File: config.mk
export PLATFORM = sky130hd
export DESIGN_NAME = midpoint_ellipse_rasterizer
export DESIGN_NICKNAME = d
export VERILOG_FILES = /design/src/sv/mer_pkg.sv /design/src/sv/mer_front.sv /design/src/sv/mer_queue.sv /design/src/sv/mer_back.sv /design/src/sv/midpoint_ellipse_rasterizer.sv
export SDC_FILE = /design/constraint.sdc
export NUM_CORES = 2
export LEC_CHECK = 0
export ABC_AREA = 1
export BUFFER_PORTS_ARGS = -buffer_cell sky130_fd_sc_hd__buf_2
export CAP_MARGIN = 20
export CORE_MARGIN = 4
export CORE_UTILIZATION = 47
export CTS_BUF_LIST = sky130_fd_sc_hd__clkbuf_8 sky130_fd_sc_hd__clkbuf_16
export DETAILED_ROUTE_END_ITERATION = 10
export GPL_TIMING_DRIVEN = 0
export HOLD_SLACK_MARGIN = 0.12
export SYNTH_ARGS = -nofsm -noshare
export SYNTH_HDL_FRONTEND = slang
export SYNTH_SLANG_ARGS = --single-unit
File: constraint.sdc
create_clock -name clk -period 28.4 [get_ports clk]
set_clock_uncertainty 0.1 [all_clocks]
set_input_delay 5.68 -clock clk [delete_from_list [all_inputs] [get_ports clk]]
set_output_delay 5.68 -clock clk [all_outputs]
set_load 0.005 [all_outputs]
File: src/sv/mer_pkg.sv
// shared definitions for the midpoint ellipse rasterizer
// default widths, queue depth and the request kind code; no dependencies
`default_nettype none

package mer_pkg;

    // default field widths
    localparam int DEF_COORD_BITS  = 12;
    localparam int DEF_RADIUS_BITS = 10;

    // width of the emitted coordinates, fixed by the result format
    localparam int OUT_BITS = 13;

    // entries in the queue between front and back
    localparam int QUEUE_DEPTH = 2;

    // request kind as classified by the front
    typedef enum logic {
        CMD_START = 1'b0,
        CMD_STEP  = 1'b1
    } cmd_kind_t;

endpackage

`default_nettype wire

File: src/sv/mer_front.sv
// front of the ellipse rasterizer: accepts requests, classifies them and squares the radii
// uses mer_pkg; feeds mer_queue
`default_nettype none

module mer_front #(
    parameter int COORD_BITS  = mer_pkg::DEF_COORD_BITS,
    parameter int RADIUS_BITS = mer_pkg::DEF_RADIUS_BITS,
    parameter int ENT_W       = 1 + 2 * COORD_BITS + 5 * RADIUS_BITS
) (
    input  wire logic                   clk,
    input  wire logic                   rst_n,
    input  wire logic                   item_valid,
    output logic                        item_stall,
    input  wire logic                   op,
    input  wire logic [COORD_BITS-1:0]  center_x,
    input  wire logic [COORD_BITS-1:0]  center_y,
    input  wire logic [RADIUS_BITS-1:0] radius_x,
    input  wire logic [RADIUS_BITS-1:0] radius_y,
    output logic                        push_valid,
    input  wire logic                   push_ready,
    output logic [ENT_W-1:0]            push_data
);
    import mer_pkg::*;

    localparam int SQ_W = 2 * RADIUS_BITS;

    logic                   hold_valid_reg;
    logic                   hold_valid_next;
    logic [ENT_W-1:0]       hold_data_reg;
    logic [ENT_W-1:0]       hold_data_next;
    logic                   accept;
    logic [SQ_W-1:0]        rx_wide;
    logic [SQ_W-1:0]        ry_wide;
    logic [SQ_W-1:0]        rx_sq;
    logic [SQ_W-1:0]        ry_sq;
    cmd_kind_t              kind;

    assign item_stall = hold_valid_reg && !push_ready;
    assign accept     = item_valid && !item_stall;

    // squares of the radii, needed only for a start
    assign rx_wide = {{RADIUS_BITS{1'b0}}, radius_x};
    assign ry_wide = {{RADIUS_BITS{1'b0}}, radius_y};
    assign rx_sq   = rx_wide * rx_wide;
    assign ry_sq   = ry_wide * ry_wide;
    assign kind    = op ? CMD_STEP : CMD_START;

    always_comb
    begin
        hold_valid_next = hold_valid_reg;
        hold_data_next  = hold_data_reg;
        if (accept)
        begin
            hold_valid_next = 1'b1;
            hold_data_next  = {kind, center_x, center_y, radius_y, rx_sq, ry_sq};
        end
        else if (push_ready)
        begin
            hold_valid_next = 1'b0;
        end
    end

    always_ff @(posedge clk or negedge rst_n)
    begin
        if (!rst_n)
        begin
            hold_valid_reg <= 1'b0;
        end
        else
        begin
            hold_valid_reg <= hold_valid_next;
        end
    end

    always_ff @(posedge clk)
    begin
        hold_data_reg <= hold_data_next;
    end

    assign push_valid = hold_valid_reg;
    assign push_data  = hold_data_reg;

endmodule

`default_nettype wire

File: src/sv/mer_queue.sv
// short request queue between front and back of the ellipse rasterizer
// uses mer_pkg for the default depth
`default_nettype none

module mer_queue #(
    parameter int WIDTH = 8,
    parameter int DEPTH = mer_pkg::QUEUE_DEPTH
) (
    input  wire logic             clk,
    input  wire logic             rst_n,
    input  wire logic             push_valid,
    output logic                  push_ready,
    input  wire logic [WIDTH-1:0] push_data,
    output logic                  pop_valid,
    input  wire logic             pop_take,
    output logic [WIDTH-1:0]      pop_data
);
    import mer_pkg::*;

    localparam int PTR_W = (DEPTH > 1) ? $clog2(DEPTH) : 1;
    localparam int CNT_W = $clog2(DEPTH + 1);

    logic [WIDTH-1:0] entry_reg [DEPTH];
    logic [PTR_W-1:0] wr_ptr_reg;
    logic [PTR_W-1:0] wr_ptr_next;
    logic [PTR_W-1:0] rd_ptr_reg;
    logic [PTR_W-1:0] rd_ptr_next;
    logic [CNT_W-1:0] count_reg;
    logic [CNT_W-1:0] count_next;
    logic             do_push;
    logic             do_pop;

    assign push_ready = (count_reg != CNT_W'(DEPTH));
    assign pop_valid  = (count_reg != '0);
    assign pop_data   = entry_reg[rd_ptr_reg];
    assign do_push    = push_valid && push_ready;
    assign do_pop     = pop_valid && pop_take;

    always_comb
    begin
        wr_ptr_next = wr_ptr_reg;
        rd_ptr_next = rd_ptr_reg;
        count_next  = count_reg;
        if (do_push)
        begin
            wr_ptr_next = (wr_ptr_reg == PTR_W'(DEPTH - 1)) ? '0 : wr_ptr_reg + 1'b1;
        end
        if (do_pop)
        begin
            rd_ptr_next = (rd_ptr_reg == PTR_W'(DEPTH - 1)) ? '0 : rd_ptr_reg + 1'b1;
        end
        if (do_push && !do_pop)
        begin
            count_next = count_reg + 1'b1;
        end
        else if (do_pop && !do_push)
        begin
            count_next = count_reg - 1'b1;
        end
    end

    always_ff @(posedge clk or negedge rst_n)
    begin
        if (!rst_n)
        begin
            wr_ptr_reg <= '0;
            rd_ptr_reg <= '0;
            count_reg  <= '0;
        end
        else
        begin
            wr_ptr_reg <= wr_ptr_next;
            rd_ptr_reg <= rd_ptr_next;
            count_reg  <= count_next;
        end
    end

    always_ff @(posedge clk)
    begin
        if (do_push)
        begin
            entry_reg[wr_ptr_reg] <= push_data;
        end
    end

endmodule

`default_nettype wire

File: src/sv/mer_back.sv
// back of the ellipse rasterizer: midpoint sequencer with one shared multiplier
// and a result register; uses mer_pkg, fed by mer_queue
`default_nettype none

module mer_back #(
    parameter int COORD_BITS  = mer_pkg::DEF_COORD_BITS,
    parameter int RADIUS_BITS = mer_pkg::DEF_RADIUS_BITS,
    parameter int ENT_W       = 1 + 2 * COORD_BITS + 5 * RADIUS_BITS
) (
    input  wire logic                       clk,
    input  wire logic                       rst_n,
    input  wire logic                       pop_valid,
    output logic                            pop_take,
    input  wire logic [ENT_W-1:0]           pop_data,
    output logic                            result_valid,
    input  wire logic                       result_stall,
    output logic [mer_pkg::OUT_BITS-1:0]    pixel_x,
    output logic [mer_pkg::OUT_BITS-1:0]    pixel_y,
    output logic                            point_valid,
    output logic                            last_of_step,
    output logic                            arc_done
);
    import mer_pkg::*;

    localparam int C      = COORD_BITS;
    localparam int R      = RADIUS_BITS;
    localparam int SQ_W   = 2 * R;
    localparam int SL_W   = 3 * R + 1;
    localparam int DEC_W  = 4 * R + 4;
    localparam int MA_W   = SL_W;
    localparam int MB_W   = SQ_W;
    localparam int MP_W   = MA_W + MB_W;
    localparam int PIX_W  = OUT_BITS + C + R;
    localparam logic [1:0] LAST_POINT = 2'd3;

    typedef enum logic [7:0] {
        S_IDLE  = 8'b0000_0001,
        S_SLOPE = 8'b0000_0010,
        S_R2A   = 8'b0000_0100,
        S_R2B   = 8'b0000_1000,
        S_R2C   = 8'b0001_0000,
        S_R2D   = 8'b0010_0000,
        S_R2E   = 8'b0100_0000,
        S_STEP  = 8'b1000_0000
    } bk_state_t;

    // emission phase, runs while the sequencer rests in idle
    typedef enum logic [1:0] {
        PH_WORK = 2'b01,
        PH_EMIT = 2'b10
    } bk_phase_t;

    bk_state_t               state_reg, state_next;
    bk_phase_t               phase_reg, phase_next;
    logic signed [C-1:0]     cx_reg, cx_next;
    logic signed [C-1:0]     cy_reg, cy_next;
    logic [SQ_W-1:0]         rx2_reg, rx2_next;
    logic [SQ_W-1:0]         ry2_reg, ry2_next;
    logic [R-1:0]            ox_reg, ox_next;
    logic [R-1:0]            oy_reg, oy_next;
    logic [SL_W-1:0]         sx_reg, sx_next;
    logic [SL_W-1:0]         sy_reg, sy_next;
    logic signed [DEC_W-1:0] dec_reg, dec_next;
    logic signed [DEC_W-1:0] acc_reg, acc_next;
    logic [SL_W-1:0]         tmp_reg, tmp_next;
    logic                    r2_reg, r2_next;
    logic                    busy_reg, busy_next;
    logic                    done_reg, done_next;
    logic                    null_reg, null_next;
    logic [1:0]              k_reg, k_next;

    logic                    rv_reg, rv_next;
    logic [OUT_BITS-1:0]     px_reg, px_next;
    logic [OUT_BITS-1:0]     py_reg, py_next;
    logic                    pv_reg, pv_next;
    logic                    last_reg, last_next;
    logic                    arc_reg, arc_next;

    cmd_kind_t               ent_kind;
    logic [C-1:0]            ent_cx;
    logic [C-1:0]            ent_cy;
    logic [R-1:0]            ent_ry;
    logic [SQ_W-1:0]         ent_rx2;
    logic [SQ_W-1:0]         ent_ry2;

    logic [MA_W-1:0]         mul_a;
    logic [MB_W-1:0]         mul_b;
    logic [MP_W-1:0]         mul_p;
    logic signed [DEC_W-1:0] prod_s;
    logic [R:0]              t_val;
    logic [R-1:0]            u_val;

    logic [SL_W-1:0]         sx_inc;
    logic [SL_W-1:0]         sy_dec;
    logic signed [DEC_W-1:0] rx2_s, ry2_s, sxi_s, syd_s;
    logic                    load_ok;
    logic signed [PIX_W-1:0] cx_w, cy_w, ox_w, oy_w, xs_w, ys_w;

    // unpack the queued request
    assign ent_kind = cmd_kind_t'(pop_data[ENT_W-1]);
    assign ent_cx   = pop_data[5*R+2*C-1 -: C];
    assign ent_cy   = pop_data[5*R+C-1 -: C];
    assign ent_ry   = pop_data[5*R-1 -: R];
    assign ent_rx2  = pop_data[4*R-1 -: SQ_W];
    assign ent_ry2  = pop_data[SQ_W-1:0];

    assign pop_take = (state_reg == S_IDLE) && (phase_reg == PH_WORK) && pop_valid;

    // midpoint helper terms
    assign t_val  = {ox_reg, 1'b1};
    assign u_val  = oy_reg - 1'b1;
    assign sx_inc = sx_reg + {{(SL_W-SQ_W-1){1'b0}}, ry2_reg, 1'b0};
    assign sy_dec = sy_reg - {{(SL_W-SQ_W-1){1'b0}}, rx2_reg, 1'b0};
    assign rx2_s  = signed'({{(DEC_W-SQ_W){1'b0}}, rx2_reg});
    assign ry2_s  = signed'({{(DEC_W-SQ_W){1'b0}}, ry2_reg});
    assign sxi_s  = signed'({{(DEC_W-SL_W){1'b0}}, sx_inc});
    assign syd_s  = signed'({{(DEC_W-SL_W){1'b0}}, sy_dec});

    // shared multiplier, operands chosen by state
    always_comb
    begin
        mul_a = '0;
        mul_b = '0;
        case (state_reg)
            S_SLOPE:
            begin
                mul_a = {{(MA_W-SQ_W){1'b0}}, rx2_reg};
                mul_b = {{(MB_W-R){1'b0}}, oy_reg};
            end
            S_R2A:
            begin
                mul_a = {{(MA_W-SQ_W){1'b0}}, ry2_reg};
                mul_b = {{(MB_W-R-1){1'b0}}, t_val};
            end
            S_R2B:
            begin
                mul_a = tmp_reg;
                mul_b = {{(MB_W-R-1){1'b0}}, t_val};
            end
            S_R2C:
            begin
                mul_a = {{(MA_W-SQ_W){1'b0}}, rx2_reg};
                mul_b = {{(MB_W-R){1'b0}}, u_val};
            end
            S_R2D:
            begin
                mul_a = tmp_reg;
                mul_b = {{(MB_W-R){1'b0}}, u_val};
            end
            S_R2E:
            begin
                mul_a = {{(MA_W-SQ_W){1'b0}}, rx2_reg};
                mul_b = ry2_reg;
            end
            default:
            begin
                mul_a = '0;
                mul_b = '0;
            end
        endcase
    end

    assign mul_p  = mul_a * mul_b;
    assign prod_s = signed'(mul_p[DEC_W-1:0]);

    // point coordinates for the current quadrant
    assign cx_w = PIX_W'(cx_reg);
    assign cy_w = PIX_W'(cy_reg);
    assign ox_w = signed'({{(PIX_W-R){1'b0}}, ox_reg});
    assign oy_w = signed'({{(PIX_W-R){1'b0}}, oy_reg});
    assign xs_w = k_reg[0] ? (cx_w - ox_w) : (cx_w + ox_w);
    assign ys_w = k_reg[1] ? (cy_w - oy_w) : (cy_w + oy_w);

    assign load_ok = !rv_reg || !result_stall;

    always_comb
    begin
        state_next = state_reg;
        phase_next = phase_reg;
        cx_next    = cx_reg;
        cy_next    = cy_reg;
        rx2_next   = rx2_reg;
        ry2_next   = ry2_reg;
        ox_next    = ox_reg;
        oy_next    = oy_reg;
        sx_next    = sx_reg;
        sy_next    = sy_reg;
        dec_next   = dec_reg;
        acc_next   = acc_reg;
        tmp_next   = tmp_reg;
        r2_next    = r2_reg;
        busy_next  = busy_reg;
        done_next  = done_reg;
        null_next  = null_reg;
        k_next     = k_reg;

        rv_next    = rv_reg && result_stall;
        px_next    = px_reg;
        py_next    = py_reg;
        pv_next    = pv_reg;
        last_next  = last_reg;
        arc_next   = arc_reg;

        if (phase_reg == PH_EMIT)
        begin
            if (load_ok)
            begin
                rv_next = 1'b1;
                if (null_reg)
                begin
                    px_next    = '0;
                    py_next    = '0;
                    pv_next    = 1'b0;
                    last_next  = 1'b1;
                    arc_next   = 1'b0;
                    phase_next = PH_WORK;
                end
                else
                begin
                    px_next   = xs_w[OUT_BITS-1:0];
                    py_next   = ys_w[OUT_BITS-1:0];
                    pv_next   = 1'b1;
                    last_next = (k_reg == LAST_POINT);
                    arc_next  = (k_reg == LAST_POINT) && done_reg;
                    k_next    = k_reg + 1'b1;
                    if (k_reg == LAST_POINT)
                    begin
                        phase_next = PH_WORK;
                    end
                end
            end
        end
        else
        begin
            case (state_reg)
                S_IDLE:
                begin
                    if (pop_valid)
                    begin
                        k_next    = '0;
                        null_next = 1'b0;
                        if (ent_kind == CMD_START)
                        begin
                            cx_next    = signed'(ent_cx);
                            cy_next    = signed'(ent_cy);
                            rx2_next   = ent_rx2;
                            ry2_next   = ent_ry2;
                            ox_next    = '0;
                            oy_next    = ent_ry;
                            sx_next    = '0;
                            r2_next    = 1'b0;
                            state_next = S_SLOPE;
                        end
                        else if (!busy_reg)
                        begin
                            null_next  = 1'b1;
                            phase_next = PH_EMIT;
                        end
                        else if (!r2_reg && (sx_reg >= sy_reg))
                        begin
                            state_next = S_R2A;
                        end
                        else
                        begin
                            state_next = S_STEP;
                        end
                    end
                end
                S_SLOPE:
                begin
                    // slope_y = 2*rx2*ry, decision = 4*ry2 - 4*rx2*ry + rx2
                    sy_next    = {mul_p[SL_W-2:0], 1'b0};
                    dec_next   = (ry2_s <<< 2) - (prod_s <<< 2) + rx2_s;
                    done_next  = (oy_reg == '0);
                    busy_next  = (oy_reg != '0);
                    state_next = S_IDLE;
                    phase_next = PH_EMIT;
                end
                S_R2A:
                begin
                    tmp_next   = mul_p[SL_W-1:0];
                    state_next = S_R2B;
                end
                S_R2B:
                begin
                    acc_next   = prod_s;
                    state_next = S_R2C;
                end
                S_R2C:
                begin
                    tmp_next   = mul_p[SL_W-1:0];
                    state_next = S_R2D;
                end
                S_R2D:
                begin
                    acc_next   = acc_reg + (prod_s <<< 2);
                    state_next = S_R2E;
                end
                S_R2E:
                begin
                    dec_next   = acc_reg - (prod_s <<< 2);
                    r2_next    = 1'b1;
                    state_next = S_STEP;
                end
                S_STEP:
                begin
                    if (!r2_reg)
                    begin
                        ox_next = ox_reg + 1'b1;
                        sx_next = sx_inc;
                        if (dec_reg[DEC_W-1])
                        begin
                            dec_next = dec_reg + ((ry2_s + sxi_s) <<< 2);
                        end
                        else
                        begin
                            oy_next  = oy_reg - 1'b1;
                            sy_next  = sy_dec;
                            dec_next = dec_reg + ((ry2_s + sxi_s - syd_s) <<< 2);
                        end
                    end
                    else
                    begin
                        oy_next = oy_reg - 1'b1;
                        sy_next = sy_dec;
                        if (!dec_reg[DEC_W-1] && (dec_reg != '0))
                        begin
                            dec_next = dec_reg + ((rx2_s - syd_s) <<< 2);
                        end
                        else
                        begin
                            ox_next  = ox_reg + 1'b1;
                            sx_next  = sx_inc;
                            dec_next = dec_reg + ((rx2_s - syd_s + sxi_s) <<< 2);
                        end
                    end
                    done_next  = (oy_next == '0);
                    busy_next  = (oy_next != '0);
                    state_next = S_IDLE;
                    phase_next = PH_EMIT;
                end
                default:
                begin
                    state_next = S_IDLE;
                end
            endcase
        end
    end

    always_ff @(posedge clk or negedge rst_n)
    begin
        if (!rst_n)
        begin
            state_reg <= S_IDLE;
            phase_reg <= PH_WORK;
            r2_reg    <= 1'b0;
            busy_reg  <= 1'b0;
            done_reg  <= 1'b0;
            null_reg  <= 1'b0;
            k_reg     <= '0;
            rv_reg    <= 1'b0;
            ox_reg    <= '0;
            oy_reg    <= '0;
            sx_reg    <= '0;
            sy_reg    <= '0;
            dec_reg   <= '0;
            rx2_reg   <= '0;
            ry2_reg   <= '0;
            cx_reg    <= '0;
            cy_reg    <= '0;
        end
        else
        begin
            state_reg <= state_next;
            phase_reg <= phase_next;
            r2_reg    <= r2_next;
            busy_reg  <= busy_next;
            done_reg  <= done_next;
            null_reg  <= null_next;
            k_reg     <= k_next;
            rv_reg    <= rv_next;
            ox_reg    <= ox_next;
            oy_reg    <= oy_next;
            sx_reg    <= sx_next;
            sy_reg    <= sy_next;
            dec_reg   <= dec_next;
            rx2_reg   <= rx2_next;
            ry2_reg   <= ry2_next;
            cx_reg    <= cx_next;
            cy_reg    <= cy_next;
        end
    end

    always_ff @(posedge clk)
    begin
        acc_reg  <= acc_next;
        tmp_reg  <= tmp_next;
        px_reg   <= px_next;
        py_reg   <= py_next;
        pv_reg   <= pv_next;
        last_reg <= last_next;
        arc_reg  <= arc_next;
    end

    assign result_valid = rv_reg;
    assign pixel_x      = px_reg;
    assign pixel_y      = py_reg;
    assign point_valid  = pv_reg;
    assign last_of_step = last_reg;
    assign arc_done     = arc_reg;

endmodule

`default_nettype wire

File: src/sv/midpoint_ellipse_rasterizer.sv
// top level of the midpoint ellipse rasterizer
// uses mer_pkg; instantiates mer_front, mer_queue and mer_back
`default_nettype none

// Axis-aligned midpoint ellipse rasterizer. A start request (op = 0) loads the
// centre and both semi-axes and yields the four mirrored points at x = 0,
// y = radius_y; each step request (op = 1) advances the arc by one pixel and
// yields four points, the fourth flagged last_of_step and, when the arc has
// reached y = 0, arc_done. A step with no arc in progress yields a single
// result with point_valid low. A start while an arc is running abandons it.
// The front registers and classifies a request (squaring the radii on the
// way), and a two-deep queue decouples it from the back. The back sequencer
// takes a request in idle, then works a start in the slope state or a step
// in the step state; the step that crosses into region two first passes R2A,
// R2B, R2C, R2D and R2E (its start value is built from chained products on
// one shared multiplier). The points then go out through the result register,
// which holds while result_stall is high. The back takes no new request until
// the last result of the previous one has been loaded.

module midpoint_ellipse_rasterizer #(
    parameter int COORD_BITS  = mer_pkg::DEF_COORD_BITS,
    parameter int RADIUS_BITS = mer_pkg::DEF_RADIUS_BITS
) (
    input  wire logic                       clk,
    input  wire logic                       rst_n,
    // request channel
    input  wire logic                       item_valid,
    output logic                            item_stall,
    input  wire logic                       op,
    input  wire logic [COORD_BITS-1:0]      center_x,
    input  wire logic [COORD_BITS-1:0]      center_y,
    input  wire logic [RADIUS_BITS-1:0]     radius_x,
    input  wire logic [RADIUS_BITS-1:0]     radius_y,
    // result channel
    output logic                            result_valid,
    input  wire logic                       result_stall,
    output logic [mer_pkg::OUT_BITS-1:0]    pixel_x,
    output logic [mer_pkg::OUT_BITS-1:0]    pixel_y,
    output logic                            point_valid,
    output logic                            last_of_step,
    output logic                            arc_done
);
    import mer_pkg::*;

    // queued request: kind, centre, vertical radius and both squared radii
    localparam int ENT_W = 1 + 2 * COORD_BITS + 5 * RADIUS_BITS;

    logic             push_valid;
    logic             push_ready;
    logic [ENT_W-1:0] push_data;
    logic             pop_valid;
    logic             pop_take;
    logic [ENT_W-1:0] pop_data;

    // front: accept and classify, square the radii
    mer_front #(
        .COORD_BITS  (COORD_BITS),
        .RADIUS_BITS (RADIUS_BITS),
        .ENT_W       (ENT_W)
    ) u_front (
        .clk        (clk),
        .rst_n      (rst_n),
        .item_valid (item_valid),
        .item_stall (item_stall),
        .op         (op),
        .center_x   (center_x),
        .center_y   (center_y),
        .radius_x   (radius_x),
        .radius_y   (radius_y),
        .push_valid (push_valid),
        .push_ready (push_ready),
        .push_data  (push_data)
    );

    // short queue so front and back stall independently
    mer_queue #(
        .WIDTH (ENT_W),
        .DEPTH (QUEUE_DEPTH)
    ) u_queue (
        .clk        (clk),
        .rst_n      (rst_n),
        .push_valid (push_valid),
        .push_ready (push_ready),
        .push_data  (push_data),
        .pop_valid  (pop_valid),
        .pop_take   (pop_take),
        .pop_data   (pop_data)
    );

    // back: midpoint sequencer and result register
    mer_back #(
        .COORD_BITS  (COORD_BITS),
        .RADIUS_BITS (RADIUS_BITS),
        .ENT_W       (ENT_W)
    ) u_back (
        .clk          (clk),
        .rst_n        (rst_n),
        .pop_valid    (pop_valid),
        .pop_take     (pop_take),
        .pop_data     (pop_data),
        .result_valid (result_valid),
        .result_stall (result_stall),
        .pixel_x      (pixel_x),
        .pixel_y      (pixel_y),
        .point_valid  (point_valid),
        .last_of_step (last_of_step),
        .arc_done     (arc_done)
    );

endmodule

`default_nettype wire

==> results.cfg <==
[run_status]
status = completed

[worst_setup_path]
worstPathRequired_ns = 28.85
path_class = flop to flop
cpMostUsedCell = fa_1
crit_arrival_ns = 14.50
cpMaxStageDelayCell = xor2_1
path_max_fanout = 10
critPathCaptureType = flop
slowest_delay_ns = 1.00
start_kind = flop

[clocking]
clock-root-buffer = clkbuf_16
clk_pin_slew_ns = 0.06
cts_tree = done
cts_buffers = 60
postCtsSetupBuffers = 0
htreeDepth = 2
cts_hold_buf = 0
clock-sinks = 528
cts.repair.resized = 0
insertion_delay_ns = 0.72
clockBufferDepth = 3

[timing]
relSlewSlack_pct = 3.034
setup_slack_ns = 14.35
finalSetupTns_ns = 0
rsz0062_at_grt = no
hold_ws_ns = 0.3374
slew_viol_final = 0
finalHoldViolations = 0
tightest_slew_ns = 1.454
finalSetupViolations = 0
max_freq_ghz = 0.07119
post-route-period-util_pct = 49.46
timing.final.crit_period_ns = 14.05

[drt]
drt_iter0_markers = 5217
wl_mm = 251.0
vias = 60545
drcViolationCount = 0
viasPerCell = 5.519
ant_nets = 0
wl_per_cell_um = 22.88
dr.pass1.iters = 6

[grt]
grt_max_degree = 108
gr-total-overflow = 0
grt_pass1_wl_mm = 370.7
antenna_found_initial = 10
grt_usage_pct = 33.85
first_global_vias = 59880

[die]
chipWidth_um = 383.1
start_util_pct = 47.34
rows = 137
chipHeight_um = 383.1
io_pins = 80
core_area_um2 = 139700
fp.dieArea_um2 = 146800

[flow_run]
maxCapViolCount = 0

[final_layout]
syn_to_final_growth_pct = 8.338
final_nets = 10259
largest_reg_flops = 144
n_fill_cell = 13936
drive_gt1_share_pct = 5.147

[place]
port_buffers = 73
place_hpwl_mm = 210.2
gp_congestion = 1.073
dp_worst_setup_slack_ns = 14.94

[logic_synthesis]
synth_area_leaders = fa_1, edfxtp_1, nand2_1
synth_edf_count = 320
post_synth_num_cell_types = 70
synth_flop_cell = edfxtp_1
async_flop_share_pct = 39.39
netlist_area_um2 = 66130
yosys.area.top_type = fa_1
synth_top_area_share_pct = 18.62
ys_warn_count = 0
synth-seq-area-share_pct = 22.41
syn-mean-instance-area_um2 = 7.508
ys_ff_latch = 528
syn_inst = 8808

[worst_hold_path]
hold_path_class = flop to flop
-- worst max-delay path: cells and delay by family, from the launching register on --
family | cells | cell delay (ns)
AOI/OAI and AO/OA | 7 | 2.00
xor gates and xnor gates | 1 | 1.00
adders and majority gates | 10 | 4.80
buffers and inverters | 11 | 2.37
DFF | 1 | 0.43
and+or+nand+nor | 16 | 3.14
-- layout make-up --
class	instances	area [um2]	area share, %
Multi-Input combinational cell	6406	44270	61.78
Sequential cell	528	14820	20.68
Inverter	1741	6538	9.125
Tap cell	1876	2347	3.276
Clock buffer	69	1670	2.331
Buffer	212	875.8	1.222
Timing Repair Buffer	92	706.9	0.9867
Clock inverter	44	420.4	0.5868
Antenna cell	2	5.005	0.006986
-- per-layer routing --
metal  share of wire, %  track usage [%]  routed length (um)  vias to the layer above
met1                 41            43.97              101700                    29014
met3                7.5            4.357               18860                      622
met5             0.0092                0                  23                        -
met4                7.8            21.30               19630                        4
li1                   -                -                   -                    28399
met2                 44            53.65              110800                     2506
-- per-stage QoR --
step,utilization [%],std cells,cell area (um2)
floorplan,-,8887,66430
global placement,49.49,10836,69140
detailed placement,49.78,10854,69540
CTS,51.27,10967,71630
global route,51.28,10968,71640
finish,51.28,10970,71650
-- final timing paths --
check                                            to  cells after the start  slack [ns]                   from
max                              u_back.dec_reg[43]                     45       14.35    u_back.state_reg[6]
min                        u_queue.entry_reg[1][10]                      0        0.34  u_front.push_data[10]
max reg2reg                      u_back.dec_reg[43]                     45       14.35    u_back.state_reg[6]
min reg2reg                u_queue.entry_reg[1][10]                      0        0.34  u_front.push_data[10]
max in group asynchronous         u_back.sx_reg[23]                      2       22.08                  rst_n
min in group asynchronous          u_back.oy_reg[9]                      1        4.96                  rst_n
-- cells in the mapped netlist (15+ instances only) --
library cell,n
a21o_1,27
a21oi_1,566
a22o_1,15
a31oi_1,54
a41oi_1,16
buf_2,61
clkbuf_1,139
dfrtp_1,206
edfxtp_1,320
fa_1,615
ha_1,554
inv_1,1686
inv_2,41
nand2_1,1925
nand2_2,32
nand3_1,282
nand4_1,89
nor2_1,937
nor2_2,32
nor3_1,64
nor4_1,24
o211ai_1,48
o21a_1,27
o21ai_0,464
o21ai_1,16
o21bai_1,19
o22ai_1,36
o31ai_1,72
or2_2,39
xnor2_1,71
xor2_1,155
-- kinds of logic after synthesis --
family                   after synthesis  synth area share [%]
XOR/XNOR                             226                 2.993
AO/OA/AOI/OAI                       1444                 12.44
flip-flops                           528                 22.41
buffers and inverters               1953                 11.21
adder cells (fa/ha/maj)             1169                 29.10
AND/OR/NAND/NOR                     3485                 21.83
other                                  2               0.01136
multiplexers                           1               0.01514
-- placed cells by master (no fill, tap or decap), drive strengths merged, types with 16 or more instances in the layout --
cell type  Yosys  routed
dfrtp        206     206
conb           2      81
xnor2         71      71
o22ai         37      37
a41oi         16      16
edfxtp       320     320
clkinv        14      30
buf           73     164
a21oi        580     580
nor4          32      32
nor3          69      69
o21a          27      27
or2           40      40
nand2       1962    1962
o31ai         72      72
o21ai        481     481
xor2         155     155
nor2         977     977
a21o          27      27
nand4         89      89
nand3        290     290
fa           615     615
o211ai        48      48
ha           554     554
inv         1727    1745
o21bai        19      19
a21boi        17      17
a31oi         54      54
clkbuf       139     209
Power is not shown: default switching activity piles up to over one toggle a cycle in this logic, so the estimate is an artifact.
